File: src/hw/rtl/isl_pkg.sv
// ----------------------------------------------------------------------------
// isl_pkg: shared definitions for the indexed shift list
// Request modes, status codes, cell commands and the read tree sizing.
// ----------------------------------------------------------------------------
package isl_pkg;

	localparam int DATA_W       = 64;
	localparam int POS_W        = 7;
	localparam int CNT_OUT_W    = 7;
	localparam int CAPACITY_DEF = 64;
	localparam int TREE_FAN     = 4;

	// Request modes carried on the mode field.
	typedef enum logic [2:0] {
		MODE_READ   = 3'd0,
		MODE_WRITE  = 3'd1,
		MODE_APPEND = 3'd2,
		MODE_INSERT = 3'd3,
		MODE_REMOVE = 3'd4,
		MODE_CLEAR  = 3'd5
	} mode_t;

	// Result status codes.
	typedef enum logic [1:0] {
		ST_OK    = 2'd0,
		ST_RANGE = 2'd1,
		ST_FULL  = 2'd2
	} status_t;

	// Update applied by every cell in the chain.
	typedef enum logic [1:0] {
		CELL_HOLD   = 2'd0,
		CELL_WRITE  = 2'd1,
		CELL_INSERT = 2'd2,
		CELL_REMOVE = 2'd3
	} cell_op_t;

	// Command broadcast from the controller to the chain.
	typedef struct packed {
		cell_op_t op;
		logic     rd;
	} cell_cmd_t;

	// Number of registered levels in the read tree for a given cell count.
	function automatic int tree_levels(input int cap);
		int lvl;
		int span;
		lvl  = 0;
		span = 1;
		while (span < cap) begin
			span = span * TREE_FAN;
			lvl  = lvl + 1;
		end
		return lvl;
	endfunction

endpackage

File: src/hw/rtl/isl_cell.sv
// ----------------------------------------------------------------------------
// isl_cell: one entry of the shift list
// Holds one word, compares its own index with the target and loads the new
// word or a neighbor's word; drives its word to the read tree on a hit.
// ----------------------------------------------------------------------------
module isl_cell
	import isl_pkg::*;
#(
	parameter int INDEX = 0,
	parameter int CW    = POS_W
) (
	input  logic              clk,
	input  cell_cmd_t         cmd,
	input  logic [CW-1:0]     tgt,
	input  logic [DATA_W-1:0] word_in,
	input  logic [DATA_W-1:0] left,
	input  logic [DATA_W-1:0] right,
	output logic [DATA_W-1:0] stored,
	output logic [DATA_W-1:0] leaf
);

	localparam logic [CW-1:0] MY_IDX = CW'(INDEX);

	logic [DATA_W-1:0] word_q;

	// Entry update: insert pulls from the lower neighbor, remove from the upper one.
	always_ff @(posedge clk) begin
		unique case (cmd.op)
			CELL_HOLD: begin
			end
			CELL_WRITE: begin
				if (MY_IDX == tgt) word_q <= word_in;
			end
			CELL_INSERT: begin
				if (MY_IDX == tgt) word_q <= word_in;
				else if (MY_IDX > tgt) word_q <= left;
			end
			CELL_REMOVE: begin
				if (MY_IDX >= tgt) word_q <= right;
			end
		endcase
	end

	assign stored = word_q;

	// Only the addressed cell puts its word on the read tree.
	assign leaf = (cmd.rd && (MY_IDX == tgt)) ? word_q : '0;

endmodule

File: config.mk
export PLATFORM = sky130hd
export DESIGN_NAME = isl_cell
export DESIGN_NICKNAME = d
export VERILOG_FILES = /design/src/hw/rtl/isl_pkg.sv /design/src/hw/rtl/isl_cell.sv
export SDC_FILE = /design/constraint.sdc
export NUM_CORES = 1
export LEC_CHECK = 0
export BUFFER_PORTS_ARGS = -buffer_cell sky130_fd_sc_hd__buf_2
export CORE_AREA = 2 2 128 130
export DETAILED_ROUTE_END_ITERATION = 10
export DIE_AREA = 0 0 130 132
export GPL_TIMING_DRIVEN = 1
export MAX_ROUTING_LAYER = met4
export PLACE_DENSITY_LB_ADDON = 0.25
export SKIP_LAST_GASP = 1
export SLEW_MARGIN = 20
export SYNTH_ARGS = -nofsm -noshare
export SYNTH_HDL_FRONTEND = slang
export SYNTH_SLANG_ARGS = --single-unit
File: constraint.sdc
create_clock -name clk -period 3.69 [get_ports clk]
set_clock_uncertainty 0.1 [all_clocks]
set_input_delay 0.9225 -clock clk [delete_from_list [all_inputs] [get_ports clk]]
set_output_delay 0.9225 -clock clk [all_outputs]
set_load 0.01 [all_outputs]
==> metrics.md <==
| Metric | Value |
|---|---|
| Status | finished, final reports clean |
| Library cells used by synthesis | 21 |
| Rel. slew slack | 0.4629 |
| Tmin final | ~3.1 ns |
| Share of layout cells above drive strength 1 | 0.4485 |
| Drt pass-1 iters | 5 |
| Critical path launch point | tgt[3] |
| Syn. warnings | 0 |
| Most frequent CP cell | buf_2 |
| Max-cap violation count | 0 |
| Clk buf depth | 2 |
| Total CTS buffers | 9 |
| Fin area | approximately 6600 sq um |
| Violation count after the first detailed-route iteration | ~310 |
| Most common cell after layout, fill and taps aside | buf_2 |
| Clock transition at the registers of the reported paths | around 0.060 ns |
| Critical path, cell by cell | buf_2 > nor4_2 > and2_4 > buf_12 > and3_1 > buf_2 |
| Die Ht | approximately 130 um |
| Drc violations | 0 |
| Sw power | 503.3 uW |
| Post-synthesis instance total | 523 |
| Root Driver | clkbuf_16 |
| Seq/Total Area, Yosys | 0.4250 |
| CTS resizes | 0 |
| Initial antenna violation count | 1 |
| Max FO, Critical Path | 46 |
| Sequential power share | 0.425 |
| Slowest-stage cell, CP | nor4_2 |
| Vias per std cell | approximately 5.4 |
| Global route total overflow | 0 |
| PortBufs | 330 |
| Clock share of power | 0.405 |
| Combinational share of power | 0.170 |
| Crit. End Element | output pin |
| Final nets | about 1000 |
| Starting Density | 0.2878 |
| Fillers | 1638 |
| H-tree Lvls | 3 |
| Worst Hold Class | in -> reg |
| Pleak | between 0.003 and 0.004 uW |
| Total track usage | 0.2139 |
| Internal Power | ~1400 uW |
| Post-route ant nets | 0 |
| Hold Vio Cnt, Final | 0 |
| Final setup vio count | 0 |
| Unrepaired setup endpoints after global routing | false |
| Number of flip-flops in the largest register | 64 |
| Synthesis-stage register bit count | 64 |
| Most frequent cells in the layout | 330 x buf_2, 127 x and3_1, 64 x edfxtp_1 |
| Layout area overhead | 46.07% |
| Total wire length | 18680 um |
| Syn_nets | a little over 700 |
| FF+latch area | between 1500 and 2000 sq um |
| GPL Wtd Cong | 0.8254 |
| Die Wd | around 130 um |
| Critical Path RT | between 2 and 3 ns |
| Row cnt | 46 |
| CP arrival | ~2.1 ns |
| CTS Hold Bufs | 0 |
| Footprint of the multi-input gates | about 2300 sq um |
| Crit start category | primary input |
| CTS tree | yes |
| Setup Buffers After CTS | 0 |
| Kind of critical path | in -> out |
| WP buf/inv | 3 |
| CTS Sinks | 64 |
| Placed Instance Area | between 6000 and 7000 sq um |
| Syn avg cell area | approximately 8.6 sq um |
| I/O pin count | between 300 and 400 |
| Tcrit/Tclk final | 0.8526 |
| Synthesized area | roughly 4500 sq um |
| Max stage delay on crit path | 0.29 ns |
| First-pass GRT wire length | approximately 28000 um |
| Die footprint | around 17000 sq um |
| Core box area | between 15000 and 20000 sq um |
| Vias in the first global route | slightly above 5000 |
| Routed vias | 5529 |
| VDD IR-drop max | around 0.18 mV |
| CP delay by family, top | simple AND/OR/NAND/NOR gates |
| Max Fclk | roughly 320 MHz |
| Pin slew with the least headroom to its limit | a little over 0.8 ns |
| Setup Total Neg Slack | 0 ns |
| Hold_sp | word_in[62] |
| Largest net degree at the start of global routing | 104 |
| Max Slew Vio Count | 0 |
| Post-DP HPWL | roughly 13000 um |
| Power Density | approximately 290 nW/um^2 |
| WL per Instance | between 15 and 20 um |
| Sw Share | 0.2622 |
==> per-stage QoR <==
step           hold WS [ns]  worst slack (ns)  cells  total power (uW)  utilization
2_1_floorplan         1.047            0.6392    523             991.1            -
3_3_place_gp          1.153            0.5641   1016              1154       0.4033
3_5_place_dp          1.157            0.5472   1016              1158       0.4033
4_1_cts              0.8083            0.5468   1032              1938       0.4202
5_1_grt              0.8297            0.4698   1033              2003       0.4204
6_report             0.8224            0.5439   1033              1919       0.4204
==> power by group through the flow <==
stage / Clock (uW) / Sequential (uW) / Combinational [uW]
final: 778 / 815 / 326
after global routing: 825 / 816 / 362
after CTS: 796 / 815 / 327
after detailed placement: 0 / 831 / 328
after global placement: 0 / 831 / 323
after floorplan: 0 / 832 / 159
==> worst paths after layout <==
path                    to  cells past startpoint
min   stored[62]$_DFFE_PP_                      3
max               leaf[45]                      6
==> cells by family (layout without fill, tap and decap cells) <==
kind of cell           after synthesis  in the layout  synth area share
AND/OR/NAND/NOR                    258            258            0.3221
AO/OA/AOI/OAI                      130            130            0.1810
flip-flops                          64             64            0.4250
other                                0              1                 0
buffers and inverters               71            364           0.07194
==> synth_stat cells <==
master / count / area, sq um
nor4_1: 1 / 6.260
o21ai_0: 1 / 5.000
and3_1: 127 / 794.5
inv_1: 1 / 3.750
nand4_1: 63 / 394.1
a311oi_1: 1 / 8.760
o211ai_1: 63 / 473.0
clkbuf_1: 35 / 131.4
edfxtp_1: 64 / 1922
buf_4: 9 / 67.56
buf_1: 5 / 18.77
nor2b_1: 1 / 6.260
nor3_1: 1 / 5.000
buf_2: 20 / 100.1
nand2_1: 63 / 236.5
inv_2: 1 / 3.750
o21a_1: 1 / 7.510
a2111oi_0: 1 / 8.760
a21oi_1: 63 / 315.3
nand3b_1: 1 / 7.510
and2_1: 1 / 6.260
==> metal layers <==
layer  share of wire  routed length (um)  GRT usage
met1            0.41                7685     0.2722
met2            0.50                9298     0.3485
met3           0.070                1303    0.03531
met4           0.021                 395    0.06272
met5               0                   0          -
==> final cells by class <==
cell class	count	area share
Antenna cell	1	0.0003789
Clock buffer	10	0.03467
Clock inverter	6	0.005493
Inverter	2	0.001137
Multi-Input combinational cell	388	0.3487
Sequential cell	64	0.2910
Tap cell	216	0.04092
Timing Repair Buffer	346	0.2777
Power figures use the tool's default switching activity.
